==> config.mk <==
export PLATFORM = sky130hd
export DESIGN_NAME = gas_sensor_serial_frame_receiver_flat
export DESIGN_NICKNAME = d
export VERILOG_FILES = /design/src/hw/rtl/gssfr_pkg.sv /design/src/hw/rtl/gssfr_channels.sv /design/src/hw/rtl/gssfr_deframer.sv /design/src/hw/rtl/gssfr_decoder.sv /design/src/hw/rtl/gas_sensor_serial_frame_receiver.sv /design/src/flat_wrapper.sv
export SDC_FILE = /design/constraint.sdc
export NUM_CORES = 1
export LEC_CHECK = 0
export ABC_AREA = 0
export BUFFER_PORTS_ARGS = -buffer_cell sky130_fd_sc_hd__buf_4
export CAP_MARGIN = 20
export CORE_MARGIN = 3
export CORE_UTILIZATION = 50
export CTS_CLUSTER_DIAMETER = 150
export DETAILED_ROUTE_END_ITERATION = 10
export PLACE_DENSITY = 0.68
export SLEW_MARGIN = 5
export SYNTH_ARGS = -nofsm -noshare
export SYNTH_HDL_FRONTEND = slang
export SYNTH_HIERARCHICAL = 1
export SYNTH_SLANG_ARGS = --single-unit
export TNS_END_PERCENT = 50
==> constraint.sdc <==
create_clock -name clock -period 24.6 [get_ports clock]
set_clock_uncertainty 0.2 [all_clocks]
set_input_delay 1.23 -clock clock [delete_from_list [all_inputs] [get_ports clock]]
set_output_delay 1.23 -clock clock [all_outputs]
set_load 0.03 [all_outputs]
==> src/hw/rtl/gssfr_pkg.sv <==
`timescale 1ns / 1ps
// shared constants and types for the gas sensor serial frame receiver
// no dependencies; used by the channel interfaces and every rtl module

package gssfr_pkg;

   localparam int TIME_BITS_DEFAULT = 32;
   localparam int EDGE_TIME_W = 32;
   localparam int GAP_W = 16;
   localparam int BYTE_W = 8;
   localparam int VALUE_W = 16;
   localparam int TEMP_W = 20;
   localparam int HEAD_BYTES = 4;

   localparam logic [GAP_W-1:0] GAP_LIMIT_RESET = 16'd2000;
   localparam logic [BYTE_W-1:0] ID_TEMP = 8'h42;
   localparam logic [BYTE_W-1:0] ID_CO2 = 8'h50;
   localparam logic [BYTE_W-1:0] TERMINATOR = 8'h0D;
   localparam logic [TEMP_W-1:0] KELVIN_CENTI = 20'd27315;
   localparam logic [4:0] TEMP_SCALE = 5'd25;
   localparam logic [2:0] LAST_HEAD_COUNT = 3'd4;

   typedef enum logic [1:0] {
      STATUS_CO2 = 2'd0,
      STATUS_TEMP = 2'd1,
      STATUS_OTHER = 2'd2,
      STATUS_BAD = 2'd3
   } frame_status_type;

   typedef struct packed {
      logic done;
      logic [HEAD_BYTES-1:0][BYTE_W-1:0] head;
      logic [BYTE_W-1:0] tail;
   } frame_type;

   typedef struct packed {
      frame_status_type frame_status;
      logic [BYTE_W-1:0] frame_id;
      logic [VALUE_W-1:0] frame_value;
      logic [VALUE_W-1:0] co2_ppm;
      logic co2_known;
      logic signed [TEMP_W-1:0] temp_centi_c;
      logic temp_known;
   } result_type;

endpackage

==> src/hw/rtl/gssfr_channels.sv <==
`timescale 1ns / 1ps
// valid/ready channel interfaces: edge items in, frame results out, csr writes
// depends on gssfr_pkg for field widths and types

interface gssfr_req_if;
   logic valid;
   logic ready;
   logic [gssfr_pkg::EDGE_TIME_W-1:0] edge_time_us;
   logic data_bit;

   modport source (output valid, output edge_time_us, output data_bit, input ready);
   modport sink (input valid, input edge_time_us, input data_bit, output ready);
endinterface

interface gssfr_rsp_if;
   logic valid;
   logic ready;
   gssfr_pkg::frame_status_type frame_status;
   logic [gssfr_pkg::BYTE_W-1:0] frame_id;
   logic [gssfr_pkg::VALUE_W-1:0] frame_value;
   logic [gssfr_pkg::VALUE_W-1:0] co2_ppm;
   logic co2_known;
   logic signed [gssfr_pkg::TEMP_W-1:0] temp_centi_c;
   logic temp_known;

   modport source (output valid, output frame_status, output frame_id, output frame_value,
                   output co2_ppm, output co2_known, output temp_centi_c,
                   output temp_known, input ready);
   modport sink (input valid, input frame_status, input frame_id, input frame_value,
                 input co2_ppm, input co2_known, input temp_centi_c,
                 input temp_known, output ready);
endinterface

interface gssfr_csr_if;
   logic valid;
   logic ready;
   logic [gssfr_pkg::GAP_W-1:0] data;

   modport source (output valid, output data, input ready);
   modport sink (input valid, input data, output ready);
endinterface

==> src/hw/rtl/gssfr_deframer.sv <==
`timescale 1ns / 1ps
// gap check, msb-first bit shifter and byte collector for five-byte frames
// depends on gssfr_pkg; feeds gssfr_decoder

module gssfr_deframer #(
   parameter int TIME_BITS = gssfr_pkg::TIME_BITS_DEFAULT
) (
   input  logic clock,
   input  logic reset,
   input  logic step,
   input  logic [gssfr_pkg::EDGE_TIME_W-1:0] edge_time_us,
   input  logic data_bit,
   input  logic [gssfr_pkg::GAP_W-1:0] gap_limit_us,
   output gssfr_pkg::frame_type frame
);

   localparam int NOW_BITS = (TIME_BITS < gssfr_pkg::EDGE_TIME_W) ? TIME_BITS
                                                                   : gssfr_pkg::EDGE_TIME_W;

   logic [NOW_BITS-1:0] last_time_ff;
   logic [gssfr_pkg::BYTE_W-1:0] shift_ff, shift_in;
   logic [2:0] bit_count_ff, bit_count_in;
   logic [2:0] byte_count_ff, byte_count_in;
   logic [gssfr_pkg::HEAD_BYTES-1:0][gssfr_pkg::BYTE_W-1:0] store_ff;

   logic [NOW_BITS-1:0] now;
   logic [TIME_BITS-1:0] gap;
   logic gap_clear;
   logic [gssfr_pkg::BYTE_W-1:0] shift_base, shift_next;
   logic [2:0] bit_base, byte_base;
   logic byte_end, head_write;

   always_comb begin
      now = edge_time_us[NOW_BITS-1:0];
      gap = TIME_BITS'(now) - TIME_BITS'(last_time_ff);
      gap_clear = gap > TIME_BITS'(gap_limit_us);
      shift_base = gap_clear ? '0 : shift_ff;
      bit_base = gap_clear ? '0 : bit_count_ff;
      byte_base = gap_clear ? '0 : byte_count_ff;
      shift_next = {shift_base[gssfr_pkg::BYTE_W-2:0], data_bit};
      bit_count_in = bit_base + 3'd1;
      byte_end = (bit_count_in == 3'd0);
      head_write = byte_end && !byte_base[2];
      shift_in = shift_next;
      byte_count_in = byte_base;
      if (byte_end) begin
         shift_in = '0;
         byte_count_in = head_write ? (byte_base + 3'd1) : 3'd0;
      end
      frame.done = byte_end && byte_base[2];
      frame.head = store_ff;
      frame.tail = shift_next;
   end

   always_ff @(posedge clock) begin
      if (reset) begin
         last_time_ff <= '0;
         shift_ff <= '0;
         bit_count_ff <= '0;
         byte_count_ff <= '0;
      end else if (step) begin
         last_time_ff <= now;
         shift_ff <= shift_in;
         bit_count_ff <= bit_count_in;
         byte_count_ff <= byte_count_in;
      end
   end

   always_ff @(posedge clock) begin
      if (step && head_write) begin
         store_ff[byte_base[1:0]] <= shift_next;
      end
   end

   a_byte_count_range: assert property (@(posedge clock) disable iff (reset)
      byte_count_ff <= gssfr_pkg::LAST_HEAD_COUNT)
      else $error("byte count beyond frame length");

   a_done_after_head: assert property (@(posedge clock) disable iff (reset)
      step && frame.done |-> byte_count_ff == gssfr_pkg::LAST_HEAD_COUNT && !gap_clear)
      else $error("frame completed without four stored bytes");

endmodule

==> src/hw/rtl/gssfr_decoder.sv <==
`timescale 1ns / 1ps
// frame check, id decode and stored co2 / temperature readings
// depends on gssfr_pkg; driven by gssfr_deframer

module gssfr_decoder (
   input  logic clock,
   input  logic reset,
   input  logic step,
   input  gssfr_pkg::frame_type frame,
   output gssfr_pkg::result_type result
);

   logic [gssfr_pkg::VALUE_W-1:0] co2_ff, co2_in;
   logic co2_valid_ff, co2_valid_in;
   logic [gssfr_pkg::TEMP_W-1:0] temp_ff, temp_in;
   logic temp_valid_ff, temp_valid_in;

   logic [gssfr_pkg::BYTE_W-1:0] b0, b1, b2, b3, sum;
   logic [gssfr_pkg::VALUE_W-1:0] raw;
   logic [20:0] scaled;
   logic frame_ok;
   gssfr_pkg::frame_status_type status;

   always_comb begin
      b0 = frame.head[0];
      b1 = frame.head[1];
      b2 = frame.head[2];
      b3 = frame.head[3];
      raw = {b1, b2};
      sum = b0 + b1 + b2;
      frame_ok = (frame.tail == gssfr_pkg::TERMINATOR) && (sum == b3);
      scaled = 21'(raw) * 21'(gssfr_pkg::TEMP_SCALE);
      co2_in = co2_ff;
      co2_valid_in = co2_valid_ff;
      temp_in = temp_ff;
      temp_valid_in = temp_valid_ff;
      priority if (!frame_ok) begin
         status = gssfr_pkg::STATUS_BAD;
      end else if (b0 == gssfr_pkg::ID_CO2) begin
         status = gssfr_pkg::STATUS_CO2;
         co2_in = raw;
         co2_valid_in = 1'b1;
      end else if (b0 == gssfr_pkg::ID_TEMP) begin
         status = gssfr_pkg::STATUS_TEMP;
         temp_in = gssfr_pkg::TEMP_W'(scaled[20:2]) - gssfr_pkg::KELVIN_CENTI;
         temp_valid_in = 1'b1;
      end else begin
         status = gssfr_pkg::STATUS_OTHER;
      end
      result.frame_status = status;
      result.frame_id = b0;
      result.frame_value = raw;
      result.co2_ppm = co2_in;
      result.co2_known = co2_valid_in;
      result.temp_centi_c = temp_in;
      result.temp_known = temp_valid_in;
   end

   always_ff @(posedge clock) begin
      if (reset) begin
         co2_ff <= '0;
         co2_valid_ff <= 1'b0;
         temp_ff <= '0;
         temp_valid_ff <= 1'b0;
      end else if (step && frame.done) begin
         co2_ff <= co2_in;
         co2_valid_ff <= co2_valid_in;
         temp_ff <= temp_in;
         temp_valid_ff <= temp_valid_in;
      end
   end

   a_co2_known_sticky: assert property (@(posedge clock) disable iff (reset)
      co2_valid_ff |=> co2_valid_ff)
      else $error("co2 known flag dropped");

   a_temp_known_sticky: assert property (@(posedge clock) disable iff (reset)
      temp_valid_ff |=> temp_valid_ff)
      else $error("temperature known flag dropped");

   a_co2_stored: assert property (@(posedge clock) disable iff (reset)
      step && frame.done && status == gssfr_pkg::STATUS_CO2 |=> co2_ff == $past(raw))
      else $error("co2 frame not stored");

endmodule

==> src/hw/rtl/gas_sensor_serial_frame_receiver.sv <==
`timescale 1ns / 1ps
// Receives one falling sensor clock edge per item (timestamp and data bit) and
// returns one result item per completed five-byte frame. Throughput is one edge item
// per clock cycle while no result waits unaccepted; an edge passes from the input
// register through gap check, byte collection and decode to the result register.
// A result item that waits unaccepted holds the input register, so the edge input
// stalls until the result channel takes it, whether or not the held edge completes
// a frame. The gap limit is written through the csr channel.
// depends on gssfr_pkg, gssfr_channels, gssfr_deframer and gssfr_decoder

module gas_sensor_serial_frame_receiver #(
   parameter int TIME_BITS = gssfr_pkg::TIME_BITS_DEFAULT
) (
   input  logic clock,
   input  logic reset,
   gssfr_req_if.sink req_ch,
   gssfr_rsp_if.source rsp_ch,
   gssfr_csr_if.sink csr_ch
);

   logic [gssfr_pkg::GAP_W-1:0] gap_limit_ff;
   logic in_valid_ff;
   logic [gssfr_pkg::EDGE_TIME_W-1:0] edge_time_ff;
   logic data_bit_ff;
   logic rsp_valid_ff;
   gssfr_pkg::result_type rsp_data_ff;

   logic step;
   logic req_take;
   gssfr_pkg::frame_type frame;
   gssfr_pkg::result_type result;

   assign step = in_valid_ff && (!rsp_valid_ff || rsp_ch.ready);
   assign req_ch.ready = !in_valid_ff || step;
   assign req_take = req_ch.valid && req_ch.ready;
   assign csr_ch.ready = 1'b1;

   always_ff @(posedge clock) begin
      if (reset) begin
         gap_limit_ff <= gssfr_pkg::GAP_LIMIT_RESET;
      end else if (csr_ch.valid && csr_ch.ready) begin
         gap_limit_ff <= csr_ch.data;
      end
   end

   always_ff @(posedge clock) begin
      if (reset) begin
         in_valid_ff <= 1'b0;
         rsp_valid_ff <= 1'b0;
      end else begin
         in_valid_ff <= req_take || (in_valid_ff && !step);
         if (step && frame.done) begin
            rsp_valid_ff <= 1'b1;
         end else if (rsp_ch.ready) begin
            rsp_valid_ff <= 1'b0;
         end
      end
   end

   always_ff @(posedge clock) begin
      if (req_take) begin
         edge_time_ff <= req_ch.edge_time_us;
         data_bit_ff <= req_ch.data_bit;
      end
      if (step && frame.done) begin
         rsp_data_ff <= result;
      end
   end

   gssfr_deframer #(
      .TIME_BITS(TIME_BITS)
   ) u_deframer (
      .clock(clock),
      .reset(reset),
      .step(step),
      .edge_time_us(edge_time_ff),
      .data_bit(data_bit_ff),
      .gap_limit_us(gap_limit_ff),
      .frame(frame)
   );

   gssfr_decoder u_decoder (
      .clock(clock),
      .reset(reset),
      .step(step),
      .frame(frame),
      .result(result)
   );

   assign rsp_ch.valid = rsp_valid_ff;
   assign rsp_ch.frame_status = rsp_data_ff.frame_status;
   assign rsp_ch.frame_id = rsp_data_ff.frame_id;
   assign rsp_ch.frame_value = rsp_data_ff.frame_value;
   assign rsp_ch.co2_ppm = rsp_data_ff.co2_ppm;
   assign rsp_ch.co2_known = rsp_data_ff.co2_known;
   assign rsp_ch.temp_centi_c = rsp_data_ff.temp_centi_c;
   assign rsp_ch.temp_known = rsp_data_ff.temp_known;

   a_no_result_overwrite: assert property (@(posedge clock) disable iff (reset)
      rsp_valid_ff && !rsp_ch.ready |-> !step)
      else $error("pending result overwritten");

   a_co2_status_known: assert property (@(posedge clock) disable iff (reset)
      rsp_valid_ff && rsp_data_ff.frame_status == gssfr_pkg::STATUS_CO2 |-> rsp_data_ff.co2_known)
      else $error("co2 result without known flag");

endmodule
==> src/flat_wrapper.sv <==
// flat-port wrapper written by rule: the top's interface ports become plain ports
module gas_sensor_serial_frame_receiver_flat 
#(
   parameter int TIME_BITS = gssfr_pkg::TIME_BITS_DEFAULT
)
  (clock, reset, req_ch_valid, req_ch_edge_time_us, req_ch_data_bit, req_ch_ready, rsp_ch_valid, rsp_ch_frame_status, rsp_ch_frame_id, rsp_ch_frame_value, rsp_ch_co2_ppm, rsp_ch_co2_known, rsp_ch_temp_centi_c, rsp_ch_temp_known, rsp_ch_ready, csr_ch_valid, csr_ch_data, csr_ch_ready);
  gssfr_req_if req_ch_i ();
  gssfr_rsp_if rsp_ch_i ();
  gssfr_csr_if csr_ch_i ();
  input  logic clock;
  input  logic reset;
  input wire logic [$bits(req_ch_i.valid)-1:0] req_ch_valid;
  input wire logic [$bits(req_ch_i.edge_time_us)-1:0] req_ch_edge_time_us;
  input wire logic [$bits(req_ch_i.data_bit)-1:0] req_ch_data_bit;
  output wire logic [$bits(req_ch_i.ready)-1:0] req_ch_ready;
  output wire logic [$bits(rsp_ch_i.valid)-1:0] rsp_ch_valid;
  output wire logic [$bits(rsp_ch_i.frame_status)-1:0] rsp_ch_frame_status;
  output wire logic [$bits(rsp_ch_i.frame_id)-1:0] rsp_ch_frame_id;
  output wire logic [$bits(rsp_ch_i.frame_value)-1:0] rsp_ch_frame_value;
  output wire logic [$bits(rsp_ch_i.co2_ppm)-1:0] rsp_ch_co2_ppm;
  output wire logic [$bits(rsp_ch_i.co2_known)-1:0] rsp_ch_co2_known;
  output wire logic [$bits(rsp_ch_i.temp_centi_c)-1:0] rsp_ch_temp_centi_c;
  output wire logic [$bits(rsp_ch_i.temp_known)-1:0] rsp_ch_temp_known;
  input wire logic [$bits(rsp_ch_i.ready)-1:0] rsp_ch_ready;
  input wire logic [$bits(csr_ch_i.valid)-1:0] csr_ch_valid;
  input wire logic [$bits(csr_ch_i.data)-1:0] csr_ch_data;
  output wire logic [$bits(csr_ch_i.ready)-1:0] csr_ch_ready;
  assign req_ch_i.valid = req_ch_valid;
  assign req_ch_i.edge_time_us = req_ch_edge_time_us;
  assign req_ch_i.data_bit = req_ch_data_bit;
  assign req_ch_ready = req_ch_i.ready;
  assign rsp_ch_valid = rsp_ch_i.valid;
  assign rsp_ch_frame_status = rsp_ch_i.frame_status;
  assign rsp_ch_frame_id = rsp_ch_i.frame_id;
  assign rsp_ch_frame_value = rsp_ch_i.frame_value;
  assign rsp_ch_co2_ppm = rsp_ch_i.co2_ppm;
  assign rsp_ch_co2_known = rsp_ch_i.co2_known;
  assign rsp_ch_temp_centi_c = rsp_ch_i.temp_centi_c;
  assign rsp_ch_temp_known = rsp_ch_i.temp_known;
  assign rsp_ch_i.ready = rsp_ch_ready;
  assign csr_ch_i.valid = csr_ch_valid;
  assign csr_ch_i.data = csr_ch_data;
  assign csr_ch_ready = csr_ch_i.ready;
  gas_sensor_serial_frame_receiver #(.TIME_BITS(TIME_BITS)) u_core (.clock(clock), .reset(reset), .req_ch(req_ch_i), .rsp_ch(rsp_ch_i), .csr_ch(csr_ch_i));
endmodule
### Word-level counts from Yosys, hierarchy flattened

Index checks and enable logic that the tools add are counted.

| word-level totals | value |
|---|---|
| bits in registers | 230 |
| logic and storage cells | 79 |

| operators by class | value |
|---|---|
| mux-type cells | 23 |
| add/subtract/negate cells | 6 |
| multiply operators | 1 |
| reduce and logical (&&, ||, !) cells | 18 |
| equality and inequality tests | 4 |
| magnitude comparators | 3 |

Operators with widths:

| kind | count |
|---|---|
| $mux W20 | 3 |
| $bwmux W32 | 1 |
| $gt A32 B16 Y1 | 1 |
| $mux W16 | 2 |
| $sub A32 B32 Y32 | 1 |
| $mul A16 B5 Y21 const B | 1 |
| $sub A19 B15 Y20 const B | 1 |
| $add A8 B8 Y8 | 2 |
| $demux W8 S2 | 1 |
| $eq A8 B7 Y1 const B | 2 |
| $mux W7 | 2 |
| $mux W3 | 4 |
| $logic_and A1 B1 Y1 | 9 |
| $eq A8 B4 Y1 const B | 1 |
| $eq A8 B8 Y1 | 1 |
| $mux W8 | 1 |
| $mux W1 | 7 |
| $add A3 B1 Y3 const B | 2 |
| $logic_not A1 Y1 | 4 |
| $mux W2 | 2 |
| $logic_not A3 Y1 | 1 |
| $logic_or A1 B1 Y1 | 3 |
| $lt A2 B3 Y1 const B | 1 |
| $ge A2 B1 Y1 const B | 1 |
| $reduce_bool A2 Y1 | 1 |

### Logic depth before layout (Yosys ltp)

Gate-level depths: netlist of run 1.

| depth | value |
|---|---|
| word-level depth | 8 |
| depth in mapped cells | 31 |
| mapped depth without buffers | 28 |

### Cells and area by module

Netlist of run 1, hierarchy kept.

Modules (own cells, without submodules):

| module | cells an instance | area an instance (um^2) | seq. area each (um^2) | times used |
|---|---|---|---|---|
| gssfr_deframer | 663 | 5,746.8 | 1,861.8 | 1 |
| gssfr_decoder | 560 | 4,464.3 | 760.7 | 1 |
| gas_sensor_serial_frame_receiver | 162 | 3,612.2 | 3,273.1 | 1 |

### Worst setup path before layout of run 1

No wires, ideal clock.

| path | value |
|---|---|
| path kind | flip-flop to flip-flop |
| from | register u_core/edge_time_ff[4] in the netlist's numbering |
| to | register u_core.rsp_data_ff (netlist bit u_core/rsp_ch.co2_known) (enable) |
| clock period less this slack | 8.671 ns |
| stages on the path, launching flop included | 26 |
| arrival time | 7.978 ns |
| setup time | 0.494 ns |
| slack | 15.929 ns |
| cells stage by stage | edfxtp_1 ha_1 a21o_1 a31o_2 a221oi_1 nor2b_1 nor2_1 xnor2_1 ha_1 a21oi_1 o21ai_0 a221oi_1 o211a_1 o32ai_1 nor4b_1 nand4_1 nor4_2 clkbuf_1 and2_1 ha_1 xnor2_1 nand2_1 inv_1 and3_1 nand2_1 nor2b_1 |

RTL lines:

| element | RTL line | source |
|---|---|---|
| start: declaration | gas_sensor_serial_frame_receiver.sv:23 | `logic [gssfr_pkg::EDGE_TIME_W-1:0] edge_time_ff;` |
| start signal: assignment | gas_sensor_serial_frame_receiver.sv:62 | `edge_time_ff <= req_ch.edge_time_us;` |
| end signal: assignment | gas_sensor_serial_frame_receiver.sv:66 | `rsp_data_ff <= result;` |
| end: declaration | gas_sensor_serial_frame_receiver.sv:26 | `gssfr_pkg::result_type rsp_data_ff;` |

==> flow_summary.toml, run 1 <==
[run_status]
status = "completed"

[yosys]
synth-seq-cells = 230
synth_edf_count = 129
synth_top_area_share_pct = 28.02
avgSynthCellArea_um2 = 9.981
synthFlopType = "edfxtp_1"
yosysTopAreaCell = "edfxtp_1"
synthArstFlopShare_pct = 0
synthTopCellsByArea = "edfxtp_1, dfxtp_1, ha_1"
synth_sequential_area_ratio_pct = 42.65
netlist_area_um2 = 13820
ys_types = 91
yosys_warnings = 6
synthCells = 1385
synth_fp_nets = 1571

[final_layout]
multiInputGateArea_um2 = 7007
drive_gt1_share_pct = 14.36
final_util_pct = 57.83
nets = 1650
seq_area_um2 = 5896
antenna_cells = 0
syn2layout_area_growth_pct = 13.07
final_cell_mix = "nand2_1, edfxtp_1, buf_4, inv_1, ha_1"
final_common_cell = "nand2_1"
n_fill_cell = 2343
final_cells = 1824

[clock_tree]
clock-root-buffer = "clkbuf_16"
clk_pin_slew_ns = 0.06
cts_buffer_depth = 3
clock_latency_ns = 0.54
hold_buffers = 0
h-tree-depth = 1
post-cts-setup-buffers = 0
cts_sinks = 230
cts-resized-gates = 0
cts_inserted_buffers = 25
cts_tree = "yes"

[detailed_routing]
met3_length_mm = 1.183
vias = 10110
post_drt_wl_per_cell_um = 16.67
wirelength_mm = 30.40
route.top_layer_used = "met4"
m1WireLength_mm = 13.50
viasPerCell = 5.544
ant_nets = 0
drt-pass1-iter-count = 5
drtIter0Drc = 615
drcViolationCount = 0
wl_met2_mm = 14.74

[global_route]
grt_overflow = 0
grt_max_degree = 70
antenna_found_initial = 0
grt_pass1_vias = 9811
grt_use_total_pct = 20.33
grt_pass1_wl_mm = 49.26

[floorplanning]
io_pins = 121
fp.dieW_um = 172.3
row_count = 60
core-area_um2 = 27030
dieArea_um2 = 29680
start_util_pct = 51.15
dieHeight_um = 172.3

[setup_path]
worst_path_max_delay_cell = "or3b_1"
worst_path_largest_cell_delay_ns = 0.47
setup.worst_path.end_class = "flip-flop"
crit_fanout = 27
required_ns = 24.79
critPathLaunchType = "flip-flop"
crit_arrival_ns = 7.46
path_class = "reg2reg"

[timing]
period_minus_slack_ns = 7.269
rsz0062_at_grt = "false"
finalCritPeriodShare_pct = 29.55
hold_ws_ns = 0.2583
slew_violations = 0
maxSlewHeadroom_pct = 45.53
hold_viol_final = 0
setup_violations = 0
worstMarginPinSlew_ns = 0.8170
tns_ns = 0
max_freq_mhz = 137.6

[placed_design]
dp.cells = 1777
port_buffers = 119
place_congestion = 0.9929
dpl.hpwl_mm = 22.78

[power_and_ir_drop]
p_leak_nw = 6.191
p_per_area_nw_per_um2 = 58.07
finalPower_w = 0.0009076
worst_ir_drop_vdd_uv = 52.99

[job]
maxCapViolCount = 0

[min_path]
worstHoldPathType = "reg2reg"
flip-flops by register name, summed over array words and instances, names as in the netlist, 7 cells and up:
signal and cells:
u_core/rsp_ch.co2_ppm 16, u_core/rsp_ch.frame_id 8, u_core/gap_limit_ff 16, u_core/rsp_ch.temp_centi_c 20, u_core/u_deframer/frame 32, u_core/rsp_ch.frame_value 16
u_core/u_deframer/last_time_ff 32, u_core/u_decoder/co2_ff 16, u_core/u_deframer/shift_ff 7, u_core/u_decoder/temp_ff 20, u_core/edge_time_ff 32
Yosys cell counts, drive strengths merged (11+ instances only):
library cell  instances
a211oi               16
edfxtp              129
nand2b               13
nor2b                20
fa                   20
xnor2                39
a21oi                84
mux2                 11
xor2                 24
nand2               131
buf                  49
o21ai                59
nor2                112
nor3                 17
mux2i                54
nor4                 11
nand3                18
clkbuf               27
inv                 125
dfxtp               101
o211ai               12
and2                 20
ha                  112
nand4                32
report_power, final:
group          total (W)  internal (W)  switching, W
Combinational   0.000109     0.0000446     0.0000642
Sequential      0.000415      0.000411    0.00000409
Clock           0.000384      0.000233      0.000150
cells by family (layout without fill, tap and decap cells):
family / count (synthesis) / in the layout / share of synthesized area (%)
mux: 65 / 65 / 4.833
other cells: 1 / 1 / 0.02713
flops: 230 / 230 / 42.65
simple gates: 422 / 422 / 15.45
fa+ha+maj: 132 / 132 / 13.03
xor+xnor: 63 / 63 / 4.046
compound gates: 271 / 271 / 13.23
buf+inv: 201 / 299 / 6.725
critical path: cells and delay by family, from the launching register on:
family,cells,cell delay (ns)
buffers and inverters,2,0.47
AOI/OAI and AO/OA,6,1.11
DFF,1,0.38
xor gates and xnor gates,1,0.17
and+or+nand+nor,14,4.05
adders and majority gates,2,0.73
metal layers:
metal / GRT usage [%] / vias to the layer above
met5: 0 / -
met4: 5.970 / 0
met3: 2.355 / 59
met2: 35.74 / 246
met1: 26.50 / 4750
li1: - / 5057
cell type report:
cell class	instances	share of cell area (%)
Multi-Input combinational cell	954	44.83
Inverter	125	3.002
Sequential cell	230	37.72
Clock inverter	10	0.7285
Tap cell	341	2.730
Timing Repair Buffer	128	6.196
Clock buffer	36	4.795
through the flow:
stage / setup WS [ns] / cell area [um^2]
detailed placement: 16.86 / 14750
global placement: 17.05 / 14750
floorplan: 15.93 / 13820
CTS: 16.81 / 15620
global route: 16.66 / 15630
finish: 17.33 / 15630
path summary, 6_finish.rpt:
check	endpoint	startpoint	cells after the start	slack [ns]
worst max register to register	u_core/u_decoder/co2_ff[8]$_SDFFE_PP0P_	u_core/edge_time_ff[4]$_DFFE_PP_	25	17.33
worst min-delay path	u_core/u_decoder/co2_ff[2]$_SDFFE_PP0P_	u_core/u_decoder/co2_ff[2]$_SDFFE_PP0P_	2	0.26
worst max-delay path	u_core/u_decoder/co2_ff[8]$_SDFFE_PP0P_	u_core/edge_time_ff[4]$_DFFE_PP_	25	17.33
worst min register to register	u_core/u_decoder/co2_ff[2]$_SDFFE_PP0P_	u_core/u_decoder/co2_ff[2]$_SDFFE_PP0P_	2	0.26
Note: power is estimated with default switching activity, not from simulation.
==> inputs of run 2 (changes only) <==
clock period = 7.6 ns   (was 24.6 ns; I/O delays follow)
==> flow_summary.toml, run 2 (synthesis results as in run 1) <==
[detailed_routing]
ant_nets = 0
drcViolationCount = 0
wirelength_mm = 31.05
drt-pass1-iter-count = 5
viasPerCell = 5.545
post_drt_wl_per_cell_um = 16.53
vias = 10410
drtIter0Drc = 760

[setup_path]
path_class = "reg2reg"
r2r_cells = 25
worstReg2RegEnd = "u_core/rsp_ch.co2_ppm[3]$_DFFE_PP_"
rr_startpoint = "u_core/edge_time_ff[0]$_DFFE_PP_"
required_ns = 7.68
critPathLaunchType = "flip-flop"
crit_arrival_ns = 7.01
crit_fanout = 27
setup.worst_path.end_class = "flip-flop"
reg2reg_slack_ns = 0.67

[floorplanning]
start_util_pct = 51.15
io_pins = 121
dieHeight_um = 172.3
row_count = 60
fp.dieW_um = 172.3
dieArea_um2 = 29680
core-area_um2 = 27030

[placed_design]
dpl.hpwl_mm = 22.97
dp_slack_ns = 0.6693
place_congestion = 0.9201
port_buffers = 119
dp.cells = 1780

[clock_tree]
cts_buffer_depth = 3
cts_inserted_buffers = 25
clk_pin_slew_ns = 0.06
cts_sinks = 230
cts_tree = "yes"
cts-resized-gates = 0
clock_latency_ns = 0.55
h-tree-depth = 1
clock-root-buffer = "clkbuf_16"

[power_and_ir_drop]
worst_ir_drop_vdd_uv = 186.9
finalPower_w = 0.003007
p_per_area_nw_per_um2 = 185.6
p_leak_nw = 6.434

[min_path]
holdPathEnd = "u_core/gap_limit_ff[3]$_SDFFE_PP0P_"
worstHoldStart = "reset"
min_path_cells = 2
worstHoldPathType = "in2reg"

[final_layout]
multiInputGateArea_um2 = 7007
final_common_cell = "nand2_1"
drive_gt1_share_pct = 14.18
n_fill_cell = 2280
nets = 1704
seq_area_um2 = 5896
final_cell_mix = "nand2_1, buf_4, edfxtp_1, inv_1, ha_1"
syn2layout_area_growth_pct = 17.17
antenna_cells = 0
final_cells = 1878

[global_route]
grt_pass1_wl_mm = 51.13
grt_use_total_pct = 21.04
grt_max_degree = 75
grt_overflow = 0
antenna_found_initial = 0
grt_pass1_vias = 10310

[timing]
hold_ws_ns = 0.01399
fin_ws_ns = 0.6699
slew_violations = 0
finalCritPeriodShare_pct = 91.19
hold_viol_final = 0
period_minus_slack_ns = 6.930
maxSlewHeadroom_pct = 47.02
max_freq_mhz = 144.3
tns_ns = 0
worstMarginPinSlew_ns = 0.7948
setup_violations = 0
rsz0062_at_grt = "false"

[job]
maxCapViolCount = 0

[run_status]
status = "completed"
run 2: cell types whose count changed in the layout (fill, tap and decap cells not counted), moves of 2 or more:
cell,change
clkbuf_16,-2
buf_4,+2
clkbuf_1,-2
bufinv_16,+2
dlygate4sd3_1,+52
run 2: worst max-delay path by stage:
| stage | from | end | slack, ns | cells past startpoint |
|---|---|---|---|---|
| floorplan | u_core/edge_time_ff[4]$_DFFE_PP_ | u_core/rsp_ch.co2_known$_DFFE_PP_ | 0.16 | 25 |
| global placement | u_core/edge_time_ff[4]$_DFFE_PP_ | u_core/rsp_ch.co2_ppm[2]$_DFFE_PP_ | 0.93 | 23 |
| detailed placement | u_core/edge_time_ff[4]$_DFFE_PP_ | u_core/rsp_ch.co2_ppm[5]$_DFFE_PP_ | 0.67 | 23 |
| CTS | u_core/edge_time_ff[0]$_DFFE_PP_ | u_core/rsp_ch.co2_ppm[3]$_DFFE_PP_ | 0.63 | 25 |
| global route | u_core/edge_time_ff[4]$_DFFE_PP_ | u_core/u_decoder/co2_ff[3]$_SDFFE_PP0P_ | 0.06 | 24 |
| finish | u_core/edge_time_ff[0]$_DFFE_PP_ | u_core/rsp_ch.co2_ppm[3]$_DFFE_PP_ | 0.67 | 25 |
run 2: layer usage:
metal / GRT usage, % / share of wire (%) / vias to the layer above
met5: 0 / 0 / -
met3: 2.515 / 4.4 / 53
li1: - / - / 5162
met1: 27.34 / 44 / 4903
met4: 6.352 / 2.9 / 0
met2: 36.95 / 49 / 295
run 2: timing repair:
action / 4_1_cts / 5_1_grt
hold buffers: 52 / 0
setup endpoints to repair: 0 / 0
setup buffers: 0 / 0
hold endpoints to repair: 52 / 0
run 2: report_power, final:
group	internal (W)	switching, W	leakage [nW]
logic	0.000162	0.000211	4.05
registers	0.00133	0.0000136	1.94
clock network	0.000791	0.000499	0.437
total	0.00228	0.000723	6.43
run 2: stage by stage:
| step | area [um^2] | utilization [%] |
|---|---|---|
| 2_1_floorplan | 13830 | - |
| 3_3_place_gp | 14790 | 54.71 |
| 3_5_place_dp | 14790 | 54.71 |
| 4_1_cts | 16200 | 59.93 |
| 5_1_grt | 16200 | 59.93 |
| 6_report | 16200 | 59.93 |
run 2: critical path: stages, from the launching register on:
cell	delay (ns)
edfxtp_1	0.38
inv_1	0.08
ha_1	0.17
fa_1	0.20
and2b_1	0.21
o2111ai_2	0.24
a21oi_1	0.15
nor3b_1	0.38
o21ai_0	0.18
xor2_1	0.16
ha_1	0.33
nand4_1	0.15
nor4_1	0.42
o32ai_1	0.15
nor4b_1	0.31
nand4_1	0.18
nor4_2	0.29
buf_4	0.24
and2_1	0.23
nor4bb_1	0.37
nand4_1	0.16
or3b_1	0.46
nor3_1	0.24
nand3_1	0.20
buf_4	0.27
mux2_2	0.30
run 2: final cells by class:
cell class | instances | share of cell area (%)
inverters | 125 | 2.897
well taps | 341 | 2.634
repair buffers | 182 | 9.316
clock inverters | 13 | 1.136
clock buffers | 33 | 4.357
multi-input cells | 954 | 43.26
flip-flops and latches | 230 | 36.40
==> inputs of run 3 (changes only) <==
CELL_PAD_IN_SITES_DETAIL_PLACEMENT = 1   (was unset)
CELL_PAD_IN_SITES_GLOBAL_PLACEMENT = 2   (was unset)
CORE_UTILIZATION = 39   (was 50)
PLACE_DENSITY = 0.79   (was 0.68)
clock period = 7.7 ns   (was 7.6 ns; I/O delays follow)
==> flow_summary.toml, run 3 (synthesis results as in run 1) <==
[placed_design]
dp.cells = 1893
place_congestion = 0.9262
port_buffers = 119
dp_slack_ns = 0.3741
dpl.hpwl_mm = 26.80

[clock_tree]
cts_tree = "yes"
cts_inserted_buffers = 25
cts_sinks = 230
clock_latency_ns = 0.55
cts_buffer_depth = 3
clk_pin_slew_ns = 0.06
h-tree-depth = 1
clock-root-buffer = "clkbuf_16"

[final_layout]
antenna_cells = 0
n_fill_cell = 3856
final_cell_mix = "nand2_1, edfxtp_1, buf_4, inv_1, ha_1"
nets = 1704
seq_area_um2 = 5896
final_common_cell = "nand2_1"
final_util_pct = 46.76
multiInputGateArea_um2 = 7023
drive_gt1_share_pct = 13.74
final_cells = 1991
syn2layout_area_growth_pct = 17.42

[floorplanning]
dieArea_um2 = 37740
start_util_pct = 39.82
dieHeight_um = 194.3
row_count = 68
core-area_um2 = 34710
io_pins = 121
fp.dieW_um = 194.3

[setup_path]
crit_fanout = 28
reg2reg_slack_ns = 0.71
r2r_cells = 27
required_ns = 7.97
setup.worst_path.end_class = "flip-flop"
crit_start = "u_core/edge_time_ff[0]$_DFFE_PP_"
crit_top_cell = "nand4_1"
worst_path_max_delay_cell = "or3b_1"
worst_path_largest_cell_delay_ns = 0.47
crit_arrival_ns = 7.26
rr_startpoint = "u_core/edge_time_ff[0]$_DFFE_PP_"
worstReg2RegEnd = "u_core/u_decoder/co2_ff[8]$_SDFFE_PP0P_"
crit_path_end = "u_core/u_decoder/co2_ff[8]$_SDFFE_PP0P_"
critPathLaunchType = "flip-flop"
path_class = "reg2reg"

[global_route]
grt_pass1_vias = 10860
antenna_found_initial = 0
grt_overflow = 0
grt_max_degree = 65
grt_use_total_pct = 18.68
use_met2_pct = 34.74
grtUsageMet3_pct = 2.572
grt_pass1_wl_mm = 57.97
top_usage_layer = "met2"
grt_use_met1_pct = 22.86

[timing]
max_freq_mhz = 143.1
period_minus_slack_ns = 6.989
tns_ns = 0
maxSlewHeadroom_pct = 38.77
setup_violations = 0
hold_viol_final = 0
worstMarginPinSlew_ns = 0.9184
fin_ws_ns = 0.7113
slew_violations = 0
finalCritPeriodShare_pct = 90.76
rsz0062_at_grt = "false"

[job]
maxCapViolCount = 0

[detailed_routing]
vias = 10570
wirelength_mm = 35.90
drcViolationCount = 0
drtIter0Drc = 397
ant_nets = 0
viasPerCell = 5.307
post_drt_wl_per_cell_um = 18.03
drt-pass1-iter-count = 5

[power_and_ir_drop]
worst_ir_drop_vdd_uv = 199.5
finalPower_w = 0.002834
p_per_area_nw_per_um2 = 174.6
p_leak_nw = 6.379

[run_status]
status = "completed"

[min_path]
worstHoldPathType = "in2reg"
run 3: layer usage:
| layer | share of wire [%] | up-vias |
|---|---|---|
| met2 | 53 | 190 |
| met3 | 3.4 | 51 |
| met1 | 42 | 5174 |
| li1 | - | 5152 |
| met4 | 2.4 | 0 |
| met5 | 0 | - |
run 3: worst min-delay path by stage:
stage                                             from                                         to  slack, ns  cells after the start
2_1_floorplan  u_core/u_decoder/co2_ff[1]$_SDFFE_PP0P_    u_core/u_decoder/co2_ff[1]$_SDFFE_PP0P_       0.23                      2
6_report                                         reset  u_core/u_decoder/temp_ff[13]$_SDFFE_PP0P_       0.08                      2
4_1_cts                                   csr_ch_valid        u_core/gap_limit_ff[4]$_SDFFE_PP1P_       0.05                      2
3_5_place_dp   u_core/u_decoder/co2_ff[7]$_SDFFE_PP0P_    u_core/u_decoder/co2_ff[7]$_SDFFE_PP0P_       0.25                      2
3_3_place_gp   u_core/u_decoder/co2_ff[8]$_SDFFE_PP0P_    u_core/u_decoder/co2_ff[8]$_SDFFE_PP0P_       0.24                      2
5_1_grt                                          reset  u_core/u_decoder/temp_ff[11]$_SDFFE_PP0P_       0.08                      2
run 3: power by group:
part	switching (W)	internal, W
logic	0.000221	0.000161
registers	0.0000139	0.00131
clock network	0.000488	0.000637
total	0.000723	0.00211
run 3: per-stage QoR:
step	hold WS [ns]	cell area [um^2]
floorplan	0.2284	13830
global placement	0.2397	14920
detailed placement	0.2464	14920
CTS	0.05427	16200
global route	0.08078	16230
finish	0.07823	16230
run 3: area by class of cell:
class	instances	area share (%)
multi-input combinational	954	43.27
tap	455	3.507
clock inverter	10	0.5550
timing repair buffer	182	9.373
clock buffer	35	4.085
inverter	125	2.891
sequential	230	36.32
run 3: worst max-delay path: cells and delay by family, from the launching register on:
kind	cells	cell delay (ns)
buffers and inverters	3	0.47
flip-flops	1	0.38
AO/OA/AOI/OAI	5	0.95
XOR/XNOR	1	0.17
AND/OR/NAND/NOR	15	4.03
adder cells (fa/ha/maj)	3	0.71
run 3: timing repair:
item	CTS	global route
hold buffers	52	0
setup buffers	0	1
gates resized for setup	0	2
hold endpoints to repair	51	0
setup endpoints to repair	0	53
